`config.mk`:
```
export PLATFORM = sky130hd
export DESIGN_NAME = mmcs_ctrl
export DESIGN_NICKNAME = d
export VERILOG_FILES = /design/src/hw/rtl/mmcs_pkg.sv /design/src/hw/rtl/mmcs_ctrl.sv
export SDC_FILE = /design/constraint.sdc
export NUM_CORES = 1
export LEC_CHECK = 0
export BUFFER_PORTS_ARGS = -buffer_cell sky130_fd_sc_hd__buf_2
export CAP_MARGIN = 20
export CORE_AREA = 2 2 39 41
export CTS_CLUSTER_DIAMETER = 30
export DETAILED_ROUTE_END_ITERATION = 16
export DIE_AREA = 0 0 41 43
export GPL_TIMING_DRIVEN = 0
export HOLD_SLACK_MARGIN = 0.12
export PLACE_DENSITY = 0.63
export SLEW_MARGIN = 20
export SYNTH_ARGS = -nofsm -noshare
export SYNTH_HDL_FRONTEND = slang
export SYNTH_SLANG_ARGS = --single-unit
```
`constraint.sdc`:
```
create_clock -name clk -period 1.15 [get_ports clk]
set_input_delay 0.115 -clock clk [delete_from_list [all_inputs] [get_ports clk]]
set_output_delay 0.115 -clock clk [all_outputs]
set_load 0.1 [all_outputs]
```
`src/hw/rtl/mmcs_pkg.sv`:
```
// ---------------------------------------------------------------------------
// mmcs_pkg: shared types and constants for the contrast stretch block
// Payload structs, register indexes, status codes, controller commands and datapath status.
// ---------------------------------------------------------------------------
`default_nettype none
package mmcs_pkg;

    localparam int unsigned FRAME_PIXELS_DEF = 65536;

    localparam logic [1:0] REG_WIDTH  = 2'd0;
    localparam logic [1:0] REG_HEIGHT = 2'd1;
    localparam logic [1:0] REG_GREY   = 2'd2;

    localparam logic [2:0] ST_OK       = 3'd0;
    localparam logic [2:0] ST_RANGE    = 3'd1;
    localparam logic [2:0] ST_COUNT    = 3'd2;
    localparam logic [2:0] ST_FLAT     = 3'd3;
    localparam logic [2:0] ST_NO_FRAME = 3'd4;

    typedef struct packed {
        logic        kind;
        logic [15:0] pixel_value;
        logic        end_of_frame;
    } in_item_t;

    typedef struct packed {
        logic        is_pixel;
        logic [7:0]  scaled_value;
        logic [15:0] pixel_index;
        logic [2:0]  status;
        logic        last_pixel;
    } out_item_t;

    // Controller to datapath commands
    typedef struct packed {
        logic load;      // capture load item (update stats, write store)
        logic close;     // compute status for captured end of frame
        logic rd;        // issue store read for drain
        logic div_start; // start divider on read data
        logic nofr;      // emit "no frame" status
    } dp_cmd_t;

    // Datapath to controller status
    typedef struct packed {
        logic can_drain;
        logic div_done;
    } dp_sts_t;

endpackage
`default_nettype wire

```
`src/hw/rtl/mmcs_ctrl.sv`:
```
// ---------------------------------------------------------------------------
// mmcs_ctrl: sequencing controller
// Decodes a started transaction and steps the datapath through load, close
// or drain (read, divide, emit), or commands a no-frame status.
// ---------------------------------------------------------------------------
`default_nettype none
module mmcs_ctrl (
    input  wire logic             clk,
    input  wire logic             rst_n,
    input  wire logic             start,
    input  wire mmcs_pkg::in_item_t item,
    input  wire mmcs_pkg::dp_sts_t  sts,
    output mmcs_pkg::dp_cmd_t     cmd,
    output logic                  busy
);
    import mmcs_pkg::*;

    typedef enum logic [2:0] {S_IDLE, S_CLOSE, S_READ, S_DIVST, S_DIV} state_t;

    state_t    state_reg, state_next;
    dp_cmd_t   cmd_next;

    always_comb
    begin
        state_next = state_reg;
        cmd_next   = '0;
        unique case (state_reg)
            S_IDLE:
            begin
                if (start && !busy)
                begin
                    if (!item.kind)
                    begin
                        cmd_next.load = 1'b1;
                        if (item.end_of_frame)
                            state_next = S_CLOSE;
                    end
                    else if (sts.can_drain)
                    begin
                        cmd_next.rd = 1'b1;
                        state_next  = S_READ;
                    end
                    else
                        cmd_next.nofr = 1'b1;
                end
            end
            S_CLOSE:
            begin
                cmd_next.close = 1'b1;
                state_next     = S_IDLE;
            end
            S_READ:
            begin
                cmd_next.div_start = 1'b1;
                state_next         = S_DIVST;
            end
            S_DIVST:
                state_next = S_DIV;
            S_DIV:
            begin
                if (sts.div_done)
                    state_next = S_IDLE;
            end
            default:
                state_next = S_IDLE;
        endcase
    end

    always_ff @(posedge clk or negedge rst_n)
    begin
        if (!rst_n)
        begin
            state_reg <= S_IDLE;
            cmd       <= '0;
        end
        else
        begin
            state_reg <= state_next;
            cmd       <= cmd_next;
        end
    end

    // busy covers the cycle the registered command is executing
    assign busy = (state_reg != S_IDLE) || (cmd != '0);

endmodule
`default_nettype wire

```
Word level (Yosys, flattened, before mapping):

Index checks and enable logic that the tools add are counted.

* equality and inequality tests: 8
* mux-type cells: 19
* reduce and logical (&&, ||, !) cells: 7

Operators by type and width (count)
* 3-bit 2-to-1 mux: 5
* 1-bit 2-to-1 mux: 13
* 3-bit one-hot mux with 4 select lines: 1
* 3-bit by 2-bit == test with 1-bit output (second input constant): 2
* 3-bit != test (second input constant): 2
* 5-bit nonzero test: 1
* 2-bit != test (second input constant): 2
* 4-bit AND reduction: 1
* 3-bit by 1-bit == test with 1-bit output (second input constant): 1
* 3-bit == test (second input constant): 1
* 3-bit logical NOT: 1
* 3-bit nonzero test: 1
* 1-bit logical AND: 1
* 1-bit logical NOT: 1
* 1-bit logical OR: 1

* register bits: 8
* input port bits: 23
* output and inout port bits: 6
* word-level logic and storage cells: 40

Logic depth before layout (Yosys ltp):

Gate-level depths: netlist of run 1.

* word-level depth: 6
* mapped depth: 3
* depth with buffers taken out: 3

Worst setup path after synthesis of run 1:

No wires, ideal clock.

* path type: register -> output
* start point: register cmd[1] (netlist bit)
* end point: output busy
* arrival: 1.942 ns
* slack: -0.907 ns
* stages on the path, launching flop included: 3
* cells stage by stage: dfrtp_1 nor4_4 nand3_1

* word-level cells in the longest chain between the ends: 2

Ends and longest elaborated chain
* from (decl): RTL line mmcs_ctrl.sv:13 `output mmcs_pkg::dp_cmd_t cmd,`
* from (signal assigned): RTL line mmcs_ctrl.sv:79 `cmd <= cmd_next;`
* 5-bit nonzero test: RTL line mmcs_ctrl.sv:84 `assign busy = (state_reg != S_IDLE) || (cmd != '0);`
* 1-bit logical OR: RTL line mmcs_ctrl.sv:84
* to (decl): RTL line mmcs_ctrl.sv:14 `output logic busy`

Every way passes these cells.

Worst setup path in the final report of run 1:

* start point: register state_reg[0]
* end point: output busy

* word-level cells in the longest chain between the ends: 2

Ends and longest elaborated chain
* from (decl): RTL line mmcs_ctrl.sv:20 `state_t state_reg, state_next;`
* from (signal assigned): RTL line mmcs_ctrl.sv:78 `state_reg <= state_next;`
* 3-bit nonzero test: RTL line mmcs_ctrl.sv:84
* 1-bit logical OR: RTL line mmcs_ctrl.sv:84

Every way passes these cells.

==> results of run 1 <==
[layout make-up]
type                            instances  area [um^2]
Fill cell                             141          842
Sequential cell                         8          209
Tap cell                               16         20.0
Multi-Input combinational cell         20          145
Clock buffer                            4         26.3
Inverter                                1         3.75
Timing Repair Buffer                   18          138
[power by group]
| group | internal [uW] | leakage, uW | switching [uW] |
|---|---|---|---|
| sequential | 384 | 0.0000999 | 85.6 |
| clock | 133 | 0.0000150 | 93.8 |
| combinational | 407 | 0.000143 | 868 |
[Yosys cell counts]
library cell / instances / area share
o31ai_2: 1 / 0.037
nor4_4: 1 / 0.064
nor3b_2: 1 / 0.037
o21ai_0: 1 / 0.015
nand3_1: 2 / 0.030
o21ai_1: 1 / 0.015
nor2_1: 6 / 0.067
nand2_1: 3 / 0.034
and2_2: 1 / 0.022
inv_1: 1 / 0.011
or3b_2: 1 / 0.026
dfrtp_1: 8 / 0.60
nand3b_1: 1 / 0.022
nand4_1: 1 / 0.019
[final timing paths]
path | from | end | depth (start not counted)
setup / recovery | state_reg[0] | busy | 3
hold / removal | sts[0] | state_reg[2] | 4
setup reg to reg | state_reg[0] | cmd[0] | 4
hold reg to reg | state_reg[2] | state_reg[1] | 1
max in group asynchronous | rst_n | cmd[1] | 2
min in group asynchronous | rst_n | state_reg[1] | 2
[logic make-up (layout without fill, tap and decap cells)]
| logic type | Yosys count | count (layout) | share of synthesized area |
|---|---|---|---|
| AOI/OAI and AO/OA | 3 | 3 | 0.0674 |
| buffers and inverters | 1 | 23 | 0.0112 |
| DFF | 8 | 8 | 0.599 |
| and+or+nand+nor | 17 | 17 | 0.322 |
[per-layer routing]
metal / track usage / wire length [um] / part of all wire / vias to the layer above
met3: 0.0314 / 27 / 0.042 / 0
met5: 0 / 0 / 0 / -
li1: - / - / - / 143
met1: 0.107 / 273 / 0.42 / 139
met2: 0.138 / 349 / 0.54 / 9
met4: 0.0800 / 0 / 0 / 0
[stage by stage]
step / setup slack [ps] / setup TNS, ps / cell area, um^2
floorplan: -291 / -1490 / 355
global placement: -201 / -887 / 435
detailed placement: -226 / -1050 / 435
CTS: -326 / -1290 / 542
global route: -368 / -1650 / 542
finish: -301 / -1180 / 542
[repair_timing]
action	4_1_cts	5_1_grt
buffers inserted	2	0
resized for setup	9	0
endpoints found under the setup margin	11	6
hold endpoints to repair	11	0
hold buffers	4	0
pin swaps	3	0
[worst max-delay path: stages (launching register included)]
cell and delay (ps):
dfrtp_1 410, nor4_4 380, nand3_4 100, buf_8 190
==> results.md, run 1 <==
* ANT nets after route at 0
* Final hold slack at 143 ps
* Maximum VDD drop at 1.88 mV
* Max reg flops at 5
* DRC at 0
* GR Util All Layers at 0.0954
* Number of global-route vias before repair at 281
* Crit path max fanout at 2
* Layout area overhead at 62.2%
* CP required at 1030 ps
* Critical path arrival at 1340 ps
* CP Capture Type: primary output
* Flop-to-flop setup slack at -250 ps
* Starting Density at 0.241
* Worst Hold Class: input port to flop
* Status: finished with violations
* Routed vias/inst at 4.34
* Crit Path Category: flop to primary output
* Synthesized Nets at 52
* First-pass GRT wire length at 1080 um
* DIE WIDTH at 41 um
* Antenna violations before repair at 0
* Detailed-route via count at 291
* Register bit count reported by yosys at 8
* Synthesized cell area at 334 um^2
* Fin. Hold Viols at 0
* CTS tree: done
* Commonest cells after routing, fill and taps aside: 7 x buf_4, 6 x nor2_1, 6 x buf_2
* CTS clock-pin slew for the worst setup and hold paths at 50 ps
* Cell Rows at 14
* Total Wirelength at 650 um
* Power, Total at 1970 uW
* Clock sink count at 8
* Power Dens Cells at 3640 nW/um^2
* Inst Count DP at 57
* Die area at 1760 um^2
* ANT cells at 0
* Final setup margin at -301 ps
* Relative slew margins at 0.783
* Synthesized netlist cell count at 29
* 1st-iter DRT viols at 2
* IO Port Bufs at 12
* Final setup violation count at 6
* Largest net degree at the start of global routing at 9
* Final Max Tran Viols at 0
* Nets at 75
* Failing checks: setup timing
* Core ar. at 1380 um^2
* Share of the clock period used by the worst path at 1.26
* Mean routed wirelength per cell at 9.70 um
* Cts bufs inserted at 3
* Seq/Total Area, Yosys at 0.599
* # H-tree levels at 1
* CTS root buffer: clkbuf_4
* MaxCap Viol Count at 0
* Post-DP HPWL at 513 um
* Commonest non-fill, non-tap cell in the layout: buf_4
* Clock Latency Late Sink at 250 ps
* RSZ-0062 raised after global routing: yes
* Startpoint Class: flop
* YS warnings at 0
* Total congestion overflow at 0
* Setup Skew at 1.95 ps
* Longest Clk Path Bufs at 2
* Utilization after layout at 0.392
* Gpl congestion at 0.733
* Worst Tran Pin Value at 323 ps
* Vert. Die Dim at 43 um
* Fmax at 0.689 GHz
* Share of cells above drive strength 1 at 0.549
* Finished Layout Cells at 67
* Netlist cell types at 14
* Leak pwr at 0.000257 uW
* Min Tclk post-route at 1450 ps
* Synthesized area per cell at 11.5 um^2
* # IOs at 29
* TritonRoute pass-1 iters at 2
Note: power is estimated with default switching activity, not from simulation.
==> inputs of run 2 (changes only) <==
--- a/config.mk
+++ b/config.mk
@@ -14,6 +14,7 @@
 export GPL_TIMING_DRIVEN = 0
 export HOLD_SLACK_MARGIN = 0.12
 export PLACE_DENSITY = 0.63
+export REMOVE_ABC_BUFFERS = 1
 export SLEW_MARGIN = 20
 export SYNTH_ARGS = -nofsm -noshare
 export SYNTH_HDL_FRONTEND = slang
==> run 2 against run 1 <==
Effect of this change: the run still ends with setup timing left; via count is 0.34% lower; sequential power is 1% lower; critical endpoint unchanged; global-route usage is 0.27 points higher; clock skew hardly changed; wire length is 0.31% higher; clock-buffer cell count is 1 lower; clock power is 4% lower; critical path type unchanged; largest cell class unchanged.
==> results.md, run 2 (synthesis results as in run 1) <==
* Status: finished with violations
* Failing checks: setup timing
* Share of cells above drive strength 1 at 0.440 (-0.109)
* First-pass GRT wire length at 1120 um (+3.1%)
* Leak pwr at 0.000262 uW (+1.8%)
* CP required at 1030 ps (about the same)
* Power, Total at 1890 uW (-4.1%)
* GR Util All Layers at 0.0982 (+0.00275)
* Clock sink count at 8 (unchanged)
* Crit path max fanout at 2 (unchanged)
* Crit path from: cmd[3]
* CP peak stage delay at 400 ps (about the same)
* Cts bufs inserted at 3 (unchanged)
* Gpl congestion at 0.667 (-9.1%)
* # H-tree levels at 1 (unchanged)
* Crit Path Category: flop to primary output
* Critical path arrival at 1270 ps (-70 ps)
* Total Wirelength at 652 um (+0.31%)
* Starting Density at 0.241 (unchanged)
* Final setup violation count at 7 (+1)
* Fmax at 0.720 GHz (+4.5%)
* Longest Clk Path Bufs at 2 (unchanged)
* Share of the clock period used by the worst path at 1.21 (-0.0541)
* Worst Hold Class: input port to flop
* Inst Count DP at 57 (unchanged)
* Maximum VDD drop at 1.58 mV (-16%)
* Core ar. at 1380 um^2 (unchanged)
* Cell Rows at 14 (unchanged)
* Final Max Tran Viols at 0 (unchanged)
* Relative slew margins at 0.681 (-0.102)
* Die area at 1760 um^2 (unchanged)
* ANT nets after route at 0 (unchanged)
* Clock Latency Late Sink at 250 ps (about the same)
* CP Capture Type: primary output
* IO Port Bufs at 12 (unchanged)
* Largest net degree at the start of global routing at 9 (unchanged)
* CTS tree: done
* Max reg flops at 5 (unchanged)
* Mean routed wirelength per cell at 9.88 um (+1.8%)
* Power Dens Cells at 3620 nW/um^2 (-0.37%)
* Final hold slack at 179 ps (+36.0 ps)
* Layout area overhead at 56.2%
* Flop-to-flop setup slack at -140 ps (+110 ps)
* RSZ-0062 raised after global routing: yes
* Finished Layout Cells at 66 (-1.5%)
* Worst Tran Pin Value at 482 ps (+159 ps)
* FF-to-FF Start: cmd[3]
* CTS root buffer: clkbuf_4
* CTS clock-pin slew for the worst setup and hold paths at 60 ps (about the same)
* Filler cells at 146 (+3.5%)
* Pre-CTS WS at -147 ps (+78.9 ps)
* Fin. Hold Viols at 0 (unchanged)
* Post-DP HPWL at 490 um (-4.5%)
* Number of global-route vias before repair at 277 (-1.4%)
* CP cell instances: nor4_4, nand3_2, buf_12
* ANT cells at 0 (unchanged)
* Placement Cell Area at 414 um^2 (-4.9%)
* Vert. Die Dim at 43 um (unchanged)
* Detailed-route via count at 290 (-0.34%)
* CP max-delay cell: dfrtp_1
* 1st-iter DRT viols at 2 (unchanged)
* # IOs at 29 (unchanged)
* MaxCap Viol Count at 0 (unchanged)
* TritonRoute pass-1 iters at 4 (+2)
* Commonest cells after routing, fill and taps aside: 8 x dfrtp_1, 8 x buf_2, 6 x nor2_1
* Antenna violations before repair at 0 (unchanged)
* DRC at 0 (unchanged)
* DIE WIDTH at 41 um (unchanged)
* Hold path startpoint: start
* Fin area at 522 um^2 (-3.7%)
* Total congestion overflow at 0 (unchanged)
* Nets at 75 (unchanged)
* Setup Skew at 1.63 ps (-0.311 ps)
* Min Tclk post-route at 1390 ps (-62.3 ps)
* Routed vias/inst at 4.39 (+1.2%)
* Startpoint Class: flop
* Final setup margin at -239 ps (+62.3 ps)
-- run 2: critical path: cells and delay by family (launching register included) --
kind                   cells  cell delay (ps)
buffers and inverters      1              180
DFF                        1              400
and+or+nand+nor            2              440
-- run 2: layout make-up --
class	count	area, um^2	area share
flip-flops and latches	8	200	0.384
multi-input cells	20	135	0.259
repair buffers	18	140	0.269
inverters	1	3.75	0.00719
well taps	16	20.0	0.0384
clock buffers	3	22.5	0.0432
-- run 2: final timing paths --
check                                to  cells past startpoint
setup reg to reg                 cmd[0]                      4
setup / recovery                   busy                      3
hold / removal             state_reg[1]                      3
max in group asynchronous        cmd[4]                      2
min in group asynchronous        cmd[1]                      2
hold reg to reg            state_reg[2]                      2
-- run 2: timing repair --
action	4_1_cts	5_1_grt
hold buffers	5	0
resized for setup	7	1
hold endpoints to repair	12	0
setup endpoints to repair	9	8
setup buffers	2	0
cloned	0	0
pin swaps	7	1
-- run 2: power breakdown --
part	switching [uW]	total, uW	internal [uW]	leakage [uW]
combinational	829	1210	382	0.000140
sequential	93.8	463	370	0.000108
clock	96.5	216	120	0.0000138
-- run 2: per-stage QoR --
stage	utilization	TNS [ps]
3_3_place_gp	0.299	-351
2_1_floorplan	-	-2850
6_report	0.377	-671
5_1_grt	0.377	-1270
3_5_place_dp	0.299	-484
4_1_cts	0.375	-781
-- run 2: metal layers --
metal	vias to the layer above	global-route usage	routed length (um)
met5	-	0	0
met4	0	0.0800	0
met3	0	0.0314	50
met2	10	0.128	321
met1	138	0.125	281
li1	142	-	-
==> inputs of run 3 (changes only) <==
--- a/config.mk
+++ b/config.mk
@@ -5,7 +5,7 @@
 export SDC_FILE = /design/constraint.sdc
 export NUM_CORES = 1
 export LEC_CHECK = 0
-export BUFFER_PORTS_ARGS = -buffer_cell sky130_fd_sc_hd__buf_2
+export BUFFER_PORTS_ARGS = -buffer_cell sky130_fd_sc_hd__buf_4
 export CAP_MARGIN = 20
 export CORE_AREA = 2 2 39 41
 export CTS_CLUSTER_DIAMETER = 30
==> run 3 against run 2 <==
Effect of this change: the flow still finishes with violations (setup timing); global-route usage rose by 1.1 points; final cell count did not move; utilization rose by 2.5 points; critical path depth did not move; critical path type unchanged; largest cell class unchanged.
==> results.md, run 3 (synthesis results as in run 1) <==
* Status: finished with violations
* Failing checks: setup timing
* RSZ-0062 raised after global routing: yes
* Final setup margin at -251 ps (-11.9 ps)
* CTS tree: done
* MaxCap Viol Count at 0 (unchanged)
* Sequential cell area at 201 um^2 (+0.62%)
* Core ar. at 1380 um^2 (unchanged)
* Power Dens Cells at 3570 nW/um^2 (-1.5%)
* TritonRoute pass-1 iters at 4 (unchanged)
* Critical path arrival at 1290 ps (+20 ps)
* Hold path startpoint: sts[0]
* GR Util All Layers at 0.110 (+0.0114)
* CTS root buffer: clkbuf_4
* Final setup violation count at 5 (-2)
* Filler cells at 131 (-10%)
* First-pass GRT wire length at 1220 um (+9.3%)
* Fin. Hold Viols at 0 (unchanged)
* Setup Skew at 2.09 ps (+0.455 ps)
* FF-to-FF Start: cmd[3]
* CTS clock-pin slew for the worst setup and hold paths at 50 ps (about the same)
* CP required at 1030 ps (about the same)
* Cell Rows at 14 (unchanged)
* Antenna violations before repair at 0 (unchanged)
* Total Wirelength at 688 um (+5.5%)
* Gpl congestion at 0.666 (about the same)
* IO Port Bufs at 12 (unchanged)
* ANT cells at 0 (unchanged)
* Cells on worst reg2reg path at 4 (unchanged)
* ANT nets after route at 0 (unchanged)
* Commonest cells after routing, fill and taps aside: 13 x buf_4, 7 x dfrtp_1, 6 x nor2_1
* Setup tns final at -837 ps (-166 ps)
* Clock Latency Late Sink at 250 ps (about the same)
* Total congestion overflow at 0 (unchanged)
* Detailed-route via count at 288 (-0.69%)
* Final Max Tran Viols at 0 (unchanged)
* Relative slew margins at 0.773 (+0.0915)
* Routed vias/inst at 4.36 (-0.69%)
* Crit path from: cmd[3]
* Startpoint Class: flop
* Share of cells above drive strength 1 at 0.520 (+0.0800)
* Worst Tran Pin Value at 340 ps (-142 ps)
* Starting Density at 0.241 (unchanged)
* CP Capture Type: primary output
* Mean routed wirelength per cell at 10.4 um (+5.5%)
* Clock sink count at 8 (unchanged)
* Share of the clock period used by the worst path at 1.22 (+0.0104)
* Die area at 1760 um^2 (unchanged)
* Commonest non-fill, non-tap cell in the layout: buf_4
* Number of global-route vias before repair at 295 (+6.5%)
* Worst Hold Class: input port to flop
* Vert. Die Dim at 43 um (unchanged)
* Leak pwr at 0.000271 uW (+3.4%)
* Largest net degree at the start of global routing at 9 (unchanged)
* # H-tree levels at 1 (unchanged)
* Area of the multi-input gates at 151 um^2 (+12%)
* Nets at 75 (unchanged)
* Cts bufs inserted at 3 (unchanged)
* Crit path max fanout at 2 (unchanged)
* Maximum VDD drop at 1.51 mV (-4.4%)
* Pre-CTS WS at -128 ps (+19.0 ps)
* Min-Delay Path Depth at 4 (+1)
* DIE WIDTH at 41 um (unchanged)
* Longest Clk Path Bufs at 2 (unchanged)
* Layout area overhead at 66.7%
* Fmax at 0.714 GHz (-0.85%)
* Crit Path Category: flop to primary output
* Min Tclk post-route at 1400 ps (+11.9 ps)
* 1st-iter DRT viols at 5 (+3)
* # IOs at 29 (unchanged)
* DRC at 0 (unchanged)
* Max reg flops at 5 (unchanged)
[run 3: cell types whose count changed in the layout (fill, tap and decap cells not counted), sizes merged]
cell / change
buf: +2
clkbuf: -1
dlygate4sd3: -1
[run 3: final cells by class]
class | count | area share
tap | 16 | 0.0360
multi-input combinational | 20 | 0.272
inverter | 1 | 0.00674
timing repair buffer | 18 | 0.283
sequential | 8 | 0.362
clock buffer | 3 | 0.0404
[run 3: worst paths after layout]
check / end / slack, ps
min: state_reg[2] / 130
max reg2reg: cmd[0] / -210
max: busy / -250
max in group asynchronous: state_reg[2] / 800
min in group asynchronous: cmd[1] / 220
min reg2reg: state_reg[1] / 530
[run 3: through the flow]
step                utilization  hold WS, ps  power (uW)  cells  cell area (um^2)
global placement          0.321        -64.1        1510     57               444
floorplan                     -         -181        1190     29               334
CTS                       0.393          122        1960     65               544
global route              0.402          151        2090     66               557
detailed placement        0.321        -63.5        1520     57               444
finish                    0.402          127        1990     66               557
[run 3: per-layer routing]
| layer | track usage | vias to the layer above | routed length, um |
|---|---|---|---|
| met3 | 0.0314 | 2 | 38 |
| met4 | 0.100 | 0 | 8 |
| met5 | 0 | - | 0 |
| met1 | 0.130 | 134 | 286 |
| li1 | - | 142 | - |
| met2 | 0.150 | 10 | 354 |
[run 3: critical path, cell delays in order, from the launching register on]
cell     delay [ps]
dfrtp_1         400
nor4_4          320
nand3_2         130
buf_12          190
[run 3: where the power goes]
group          leakage, uW  switching [uW]  internal, uW
clock network    0.0000138            92.4           119
registers         0.000106            96.2           371
logic             0.000151             872           436
[run 3: timing repair]
item	in CTS	in global routing
endpoints found under the hold margin	11	0
setup buffers	1	1
resized for setup	6	2
pin swaps	6	3
hold buffers	4	0
endpoints found under the setup margin	6	6
